**src/rtl/assert_macros.svh**
```systemverilog
// assertion macros shared by the rtl
`ifndef ASSERT_MACROS_SVH
`define ASSERT_MACROS_SVH
// assert that a implies b on the same edge
`define ASSERT_IMPL(label, clk, rst, a, b) \
  label: assert property (@(posedge clk) disable iff (rst) (a) |-> (b)) \
    else $error("assertion failed");
// assert that a implies b on the next edge
`define ASSERT_NEXT(label, clk, rst, a, b) \
  label: assert property (@(posedge clk) disable iff (rst) (a) |=> (b)) \
    else $error("assertion failed");
`endif

```
**src/rtl/fbc_pkg.sv**
```systemverilog
// package for the frustum box cull block
`timescale 1ns / 1ps
package fbc_pkg;
  localparam int COORD_BITS_DEF = 32;
  localparam int FRAC_BITS_DEF = 16;
  localparam int NUM_PLANES = 6;
  localparam int NUM_CORNERS = 8;
  localparam int NUM_FACES = 6;

  localparam logic [1:0] MODE_PLANE = 2'd0;
  localparam logic [1:0] MODE_CORNER = 2'd1;
  localparam logic [1:0] MODE_TEST = 2'd2;

  localparam logic [1:0] CAUSE_NONE = 2'd0;
  localparam logic [1:0] CAUSE_PLANE = 2'd1;
  localparam logic [1:0] CAUSE_BOUND = 2'd2;

  typedef enum logic [1:0] {
    ST_IDLE,
    ST_RUN,
    ST_OUT
  } state_t;
endpackage

```
**src/rtl/fbc_corner_cell.sv**
```systemverilog
// one corner cell: holds a frustum corner and compares it against the box bounds
`timescale 1ns / 1ps
module fbc_corner_cell #(
  parameter int COORD_BITS = fbc_pkg::COORD_BITS_DEF
) (
  input  logic                         clk,
  input  logic                         load,
  input  logic signed [COORD_BITS-1:0] lv [3],
  input  logic signed [COORD_BITS-1:0] box_lo [3],
  input  logic signed [COORD_BITS-1:0] box_hi [3],
  input  logic        [5:0]            in_flags,
  output logic        [5:0]            out_flags
);
  import fbc_pkg::*;
  logic signed [COORD_BITS-1:0] v [3];

  always_ff @(posedge clk) begin
    if (load) v <= lv;
  end

  always_comb begin
    for (int ax = 0; ax < 3; ax++) begin
      out_flags[2*ax]   = in_flags[2*ax]   & (box_hi[ax] < v[ax]);
      out_flags[2*ax+1] = in_flags[2*ax+1] & (v[ax] < box_lo[ax]);
    end
  end
endmodule
```
**config.mk**
```make
export PLATFORM = sky130hd
export DESIGN_NAME = fbc_corner_cell
export DESIGN_NICKNAME = d
export VERILOG_FILES = /design/src/rtl/assert_macros.svh /design/src/rtl/fbc_pkg.sv /design/src/rtl/fbc_corner_cell.sv
export SDC_FILE = /design/constraint.sdc
export NUM_CORES = 1
export LEC_CHECK = 0
export CAP_MARGIN = 0
export CORE_AREA = 2 2 116 118
export DETAILED_ROUTE_END_ITERATION = 8
export DIE_AREA = 0 0 118 120
export DONT_BUFFER_PORTS = 1
export GPL_TIMING_DRIVEN = 1
export PLACE_DENSITY = 0.76
export SLEW_MARGIN = 15
export SYNTH_ARGS = -nofsm -noshare
export SYNTH_HDL_FRONTEND = slang
export SYNTH_SLANG_ARGS = --single-unit
```
**constraint.sdc**
```tcl
create_clock -name clk -period 2.2 [get_ports clk]
set_input_delay 0.22 -clock clk [delete_from_list [all_inputs] [get_ports clk]]
set_output_delay 0.22 -clock clk [all_outputs]
set_load 0.02 [all_outputs]
```
## After elaboration in Yosys (flattened, before gate mapping)

Cells that the tools add are included.

- Output and inout port bits: 6
- Register bits after elaboration: 96
- Bits of input ports: 296
- Word-level logic and storage cells: 15

- Bitwise gates (word level): 6
- $lt $le $gt $ge: 6

Operators by type and width:

| operator | count |
|---|---|
| less-than comparator 32 bit | 6 |
| AND 1 bit | 6 |

## Depth between registers and ports, before layout

Gate-level depths: netlist of run 1.

- Depth in word-level cells: 2
- Depth in mapped cells: 8
- Gate-level depth less buffers: 8

## Worst setup path after synthesis of run 1

Ideal clock, no wire load.

- Kind: register to output
- From: register v[73] (netlist name)
- To: output out_flags[1]
- Cell stages (with the launch flop): 8
- Required time: 1.980 ns
- Arrival time: 2.064 ns
- Setup slack: -0.084 ns
- Buffers on the path: 0
- Path through: edfxtp_1 ha_1 a21o_1 nand3_1 a21oi_1 or4b_1 a21oi_2 mux2i_1

- Cells in the longest elaborated chain, start to end: 2

RTL lines:

| what | RTL line | source |
|---|---|---|
| from (decl) | fbc_corner_cell.sv:15 | `logic signed [COORD_BITS-1:0] v [3];` |
| from (signal assigned) | fbc_corner_cell.sv:18 | `if (load) v <= lv;` |
| less-than comparator 32 bit | fbc_corner_cell.sv:24 | `out_flags[2*ax+1] = in_flags[2*ax+1] & (v[ax] < box_lo[ax]);` |
| AND 1 bit | fbc_corner_cell.sv:24 |  |
| to (decl) | fbc_corner_cell.sv:12 | `output logic [5:0] out_flags` |

No other way between the ends.

## Worst setup path after layout of run 1

- From: register v[10] (netlist name)
- To: output out_flags[5]

The elaborated chain is that of the path after synthesis.

==> results of run 1 <==
[critical path, cell delays in order, from the launching register on]
cell	delay (ns)
edfxtp_1	0.44
ha_1	0.34
nand4_1	0.21
or3_4	0.17
a221oi_2	0.03
or4b_4	0.60
a21oi_4	0.19
mux2i_4	0.33
[synthesized netlist by cell type]
cell	n	area [sq um]
a211oi_1	6	45.0
a21o_1	30	225
a21oi_1	48	240
a21oi_2	6	52.6
a221o_1	6	60.1
a221oi_1	12	105
a221oi_2	6	90.1
and2_0	6	37.5
and4_1	12	105
edfxtp_1	96	2880
ha_1	186	2330
inv_1	198	743
mux2i_1	6	60.1
nand2_1	36	135
nand2b_1	6	37.5
nand3_1	24	120
nand4_1	18	113
nand4_2	6	75.1
nor2_1	12	45.0
nor3_1	6	30.0
o21ai_0	12	60.1
o21ai_1	12	60.1
or3_1	6	37.5
or4b_1	6	60.1
[per-stage QoR]
| step | util (%) | power, W | TNS [ns] | cell area, sq um |
|---|---|---|---|---|
| after global placement | 63.6 | 0.00337 | -1.29 | 8260 |
| after floorplan | - | 0.00311 | -0.0122 | 7820 |
| after CTS | 77.0 | 0.00552 | -3.20 | 10000 |
| after global routing | 78.9 | 0.00597 | -3.90 | 10200 |
| final | 78.9 | 0.00571 | -3.48 | 10200 |
| after detailed placement | 63.6 | 0.00345 | -1.49 | 8260 |
[report_power, final]
part           internal, W  switching (W)  total (W)
combinational     0.000817       0.000789    0.00161
clock              0.00110       0.000718    0.00182
sequential         0.00218       0.000105    0.00228
total              0.00410        0.00161    0.00571
[logic make-up (layout without fill, tap and decap cells)]
logic type,after synthesis,count (layout)
other cells,0,1
mux,6,6
buf+inv,198,346
flops,96,96
compound gates,138,138
fa+ha+maj,186,186
simple gates,138,138
[final cells by class]
class	instances	area (sq um)	area share [%]
Sequential cell	96	2880	28.1
Tap cell	176	220	2.15
Clock inverter	7	110	1.07
Multi-Input combinational cell	468	4800	46.8
Timing Repair Buffer	132	1270	12.4
Inverter	198	743	7.25
Clock buffer	9	225	2.20
Antenna cell	1	2.50	0.0244
[final timing paths]
check                 start           end  slack, ns  cells after the start
worst min-delay path   load          v[8]       0.21                      1
worst max-delay path  v[10]  out_flags[5]      -0.69                      7
[metal layers]
layer	GRT usage, %	vias to the layer above	wire [um]
li1	-	3003	-
met1	30.8	2971	7750
met2	59.3	359	12000
met3	9.46	117	1930
met4	18.6	0	1490
met5	0	-	0
[repair_timing]
| item | 4_1_cts | 5_1_grt |
|---|---|---|
| gates cloned | 0 | 0 |
| endpoints found under the hold margin | 192 | 37 |
| pin swaps | 38 | 20 |
| setup buffers | 2 | 3 |
| hold buffers | 96 | 2 |
| endpoints found under the setup margin | 6 | 6 |
| resized for setup | 59 | 30 |
==> results.cfg, run 1 <==
[critical_path]
worstSetupPathType = reg -> out
arrival_ns = 2.67
crit_fanout = 2
endpoint_kind = primary output
required_ns = 1.98
worst_setup_path_start_kind = register

[final_layout]
final_common_cell = inv_1
drive_above_1_share_pct = 16.6
regMostFlops = v
layout_common_cells = inv_1 (188), ha_1 (154), dlygate4sd3_1 (96), edfxtp_1 (96), a21oi_1 (43)
final.fill_count = 755
fin_nets = 1387
fin_cells = 1087
area_growth_syn_to_layout_pct = 32.3
reg_top3 = v (96)
largest_reg_flops = 96

[placement]
dpl.hpwl_mm = 16.5
dp_cells = 967
portBuffers = 0
dpl_worst_slack_ns = -0.280
place.gp.congestion = 0.906

[run]
drv_cap = 0

[power]
p_per_area_mw_per_mm2 = 557
ir_worst_vdd_mv = 0.515
power.leakage_nw = 4.94

[drt]
viasPerCell = 5.93
drc = 0
ant_nets = 0
drtIter0Drc = 399
routed-via-count = 6450
drt_pre_antenna_iters = 5
avgRoutedWirePerCell_um = 21.3
totalWireLength_mm = 23.1

[floorplanning]
ios = 302
rows = 42
die-area_sq_mm = 0.0142
start_util_pct = 59.7
die_height_um = 120
design.core.area_sq_mm = 0.0130
die_w_um = 118

[yosys]
yosys_register_bits = 96
synth_xor_area_share_pct = 0
muxShareOfSynthArea_pct = 0.775
synth-adder-area-share_pct = 30.0
synth_area_sq_mm = 0.00775
synthDistinctLibCells = 24
netlist_instances = 762
synth_top_family_by_area = adder cells
avgSynthCellArea_sq_um = 10.2
synthesis.nets = 1244
synth_compound_area_share_pct = 12.1
yosysSeqAreaShare_pct = 37.2
yosys.area_share.simple_pct = 10.3
yosysWarnings = 0

[grt]
grt_pass1_wl_mm = 34.7
grt_use_total_pct = 31.7
antenna_found_initial = 1
overflow = 0
grt_max_degree = 97
grt_pass1_vias = 7015

[timing]
hold_slack_ns = 0.211
hold_violations = 0
relSlewSlack_pct = 72.1
worst_slew_pin_slew_ns = 0.418
finalWorstSetupSlack_ns = -0.692
final_max_slew_viol_count = 0
rsz0062_at_grt = true
fmaxAchievable_ghz = 0.346
fin_crit_ns = 2.89
period_share_pct = 131
setup_viol = 6

[clock_network]
cts_root_buf = clkbuf_16
cts_tree = yes
clk_pin_slew_ns = 0.07
numCtsBuffers = 9
cts_num_sinks = 96
cts_htree_levels = 3
cts.path.max_buffers = 2

[run_status]
violations = negative setup slack
status = finished with violations

[min_path]
hold_class = in -> reg
(Power assumes the default switching activity.)
==> run 2: changes to the inputs <==
--- a/config.mk
+++ b/config.mk
@@ -5,14 +5,16 @@
 export SDC_FILE = /design/constraint.sdc
 export NUM_CORES = 1
 export LEC_CHECK = 0
+export ABC_AREA = 1
 export CAP_MARGIN = 0
-export CORE_AREA = 2 2 116 118
+export CORE_AREA = 2 2 118 120
 export DETAILED_ROUTE_END_ITERATION = 8
-export DIE_AREA = 0 0 118 120
+export DIE_AREA = 0 0 120 122
 export DONT_BUFFER_PORTS = 1
 export GPL_TIMING_DRIVEN = 1
-export PLACE_DENSITY = 0.76
-export SLEW_MARGIN = 15
+export PLACE_DENSITY = 0.75
+export REMOVE_ABC_BUFFERS = 1
+export SLEW_MARGIN = 20
 export SYNTH_ARGS = -nofsm -noshare
 export SYNTH_HDL_FRONTEND = slang
 export SYNTH_SLANG_ARGS = --single-unit
==> run 2 against run 1 <==
  * The run still ends with negative setup slack left
  * Routed wire length fell by 10%
  * Sequential share of layout area is 0.99 points higher
  * Hold slack worse by 0.0030 ns
  * Largest power group unchanged
  * Global-route usage fell by 6.2 points
  * First-iteration DRC count fell by 60%
  * Synthesized cell count grew 21%
==> results.cfg, run 2 <==
[run_status]
status = finished with violations
violations = negative setup slack

[drt]
totalWireLength_mm = 20.8
drc = 0
avgRoutedWirePerCell_um = 17.0
drtIter0Drc = 160
routed-via-count = 6467
drt_pre_antenna_iters = 5
ant_nets = 0
viasPerCell = 5.31

[final_layout]
layout_common_cells = inv_1 (233), ha_1 (170), nand2_1 (161)
drive_above_1_share_pct = 11.5
fin_cells = 1218
area_growth_syn_to_layout_pct = 24.1
regMostFlops = v
largest_reg_flops = 96
reg_top3 = v (96)
fin_nets = 1514
fin_area_sq_mm = 0.00990
final_common_cell = inv_1

[grt]
grt_pass1_vias = 6511
grt_use_total_pct = 25.5
use_met1_pct = 25.7
grt_busiest_layer = met2
grt_pass1_wl_mm = 29.1
antenna_found_initial = 1
overflow = 0
grtUsageMet2_pct = 47.0
grt_max_degree = 97
grt.met3_usage_pct = 8.47

[floorplanning]
start_util_pct = 59.0
rows = 43
die_height_um = 122
die-area_sq_mm = 0.0146
die_w_um = 120
design.core.area_sq_mm = 0.0135
ios = 302

[power]
power.leakage_nw = 5.06
p_per_area_mw_per_mm2 = 522
ir_worst_vdd_mv = 0.415

[clock_network]
cts_tree = yes
cts_setup_buffers = 0
cts_htree_levels = 3
cts_num_sinks = 96
cts_root_buf = clkbuf_16
cts.path.max_buffers = 2
numCtsBuffers = 9
clk_pin_slew_ns = 0.07

[yosys]
synth_top_family_by_area = adder cells
avgSynthCellArea_sq_um = 8.67
synth_compound_area_share_pct = 7.89
synth_edf_count = 96
netlist.area_leader.share_pct = 36.2
synth-adder-area-share_pct = 29.2
yosysWarnings = 0
synth_area_leader_cell = edfxtp_1
synth_area_sq_mm = 0.00797
synth_top_flop_cell = edfxtp_1
synth_area_leaders = edfxtp_1 (36%), ha_1 (29%), inv_1 (11%)
synthDistinctLibCells = 20
netlist_instances = 920
muxShareOfSynthArea_pct = 0
yosys.area_share.simple_pct = 15.5
post-synth-top-count-cell = inv_1
async_flop_share_pct = 0
synth_xor_area_share_pct = 0
synthTopCellsByCount = inv_1 (238), ha_1 (186), nand2_1 (173)
yosysSeqAreaShare_pct = 36.2
yosys_register_bits = 96

[critical_path]
endpoint_kind = primary output
required_ns = 1.98
worstSetupPathType = reg -> out
arrival_ns = 2.03
worst_setup_path_start_kind = register
crit_fanout = 2

[timing]
relSlewSlack_pct = 63.6
fmaxAchievable_ghz = 0.444
setup_viol = 5
rsz0062_at_grt = true
hold_violations = 0
final_max_slew_viol_count = 0
worst_slew_pin_slew_ns = 0.543
period_share_pct = 102
finalWorstSetupSlack_ns = -0.0529
fin_crit_ns = 2.25
hold_slack_ns = 0.208

[placement]
dpl.hpwl_mm = 14.2
placed_area_sq_mm = 0.00821
dp_cells = 1102
portBuffers = 0
place.gp.congestion = 0.827

[run]
drv_cap = 0

[min_path]
hold_class = in -> reg
run 2: path summary, 6_finish.rpt:
check / slack, ns / startpoint / end / depth (start not counted)
worst max-delay path: -0.05 / v[5] / out_flags[4] / 13
worst min-delay path: 0.21 / load / v[26] / 1
run 2: cell type report:
| type | instances | area (sq um) |
|---|---|---|
| clock inverter | 7 | 38.8 |
| multi-input combinational | 584 | 4590 |
| inverter | 240 | 901 |
| sequential | 96 | 2880 |
| fill | 910 | 3610 |
| timing repair buffer | 101 | 1030 |
| clock buffer | 9 | 225 |
| tap | 180 | 225 |
| antenna | 1 | 2.50 |
run 2: metal layers:
metal	part of all wire [%]	up-vias
li1	-	3211
met4	3.9	0
met1	36	2923
met2	52	268
met3	7.8	65
met5	0	-
run 2: kinds of logic (layout without fill, tap and decap cells):
kind of cell    Yosys count  after routing
other cells               0              1
buf+inv                 240            357
fa+ha+maj               186            186
flops                    96             96
simple gates            276            276
compound gates          122            122
run 2: timing repair:
action	4_1_cts	5_1_grt
endpoints found under the setup margin	6	6
resized for setup	20	58
gates cloned	0	0
endpoints found under the hold margin	192	61
hold buffers	96	3
pin swaps	16	20
run 2: through the flow:
stage / TNS [ns] / utilization [%] / setup slack (ns) / total power [W]
after detailed placement: 0 / 60.8 / 0.267 / 0.00336
after global placement: 0 / 60.8 / 0.309 / 0.00332
final: -0.158 / 73.3 / -0.0529 / 0.00517
after global routing: -0.806 / 73.3 / -0.180 / 0.00547
after CTS: -0.0435 / 70.5 / -0.0218 / 0.00496
after floorplan: 0 / - / 0.449 / 0.00313
run 2: where the power goes:
| part | total, W | switching, W | internal [W] |
|---|---|---|---|
| registers | 0.00227 | 0.0000922 | 0.00218 |
| clock network | 0.00144 | 0.000687 | 0.000753 |
| logic | 0.00146 | 0.000797 | 0.000658 |
run 2: critical path, cell delays in order (launching register included):
cell and delay (ns):
edfxtp_1 0.47, inv_2 0.12, ha_4 0.20, a21oi_2 0.11, nor2_1 0.05, nor3_2 0.09
nand2_1 0.08, nand2_1 0.08, nand2_2 0.07, nand2_2 0.09, nand3_2 0.06, nand2_1 0.06
nor2_1 0.04, buf_4 0.15
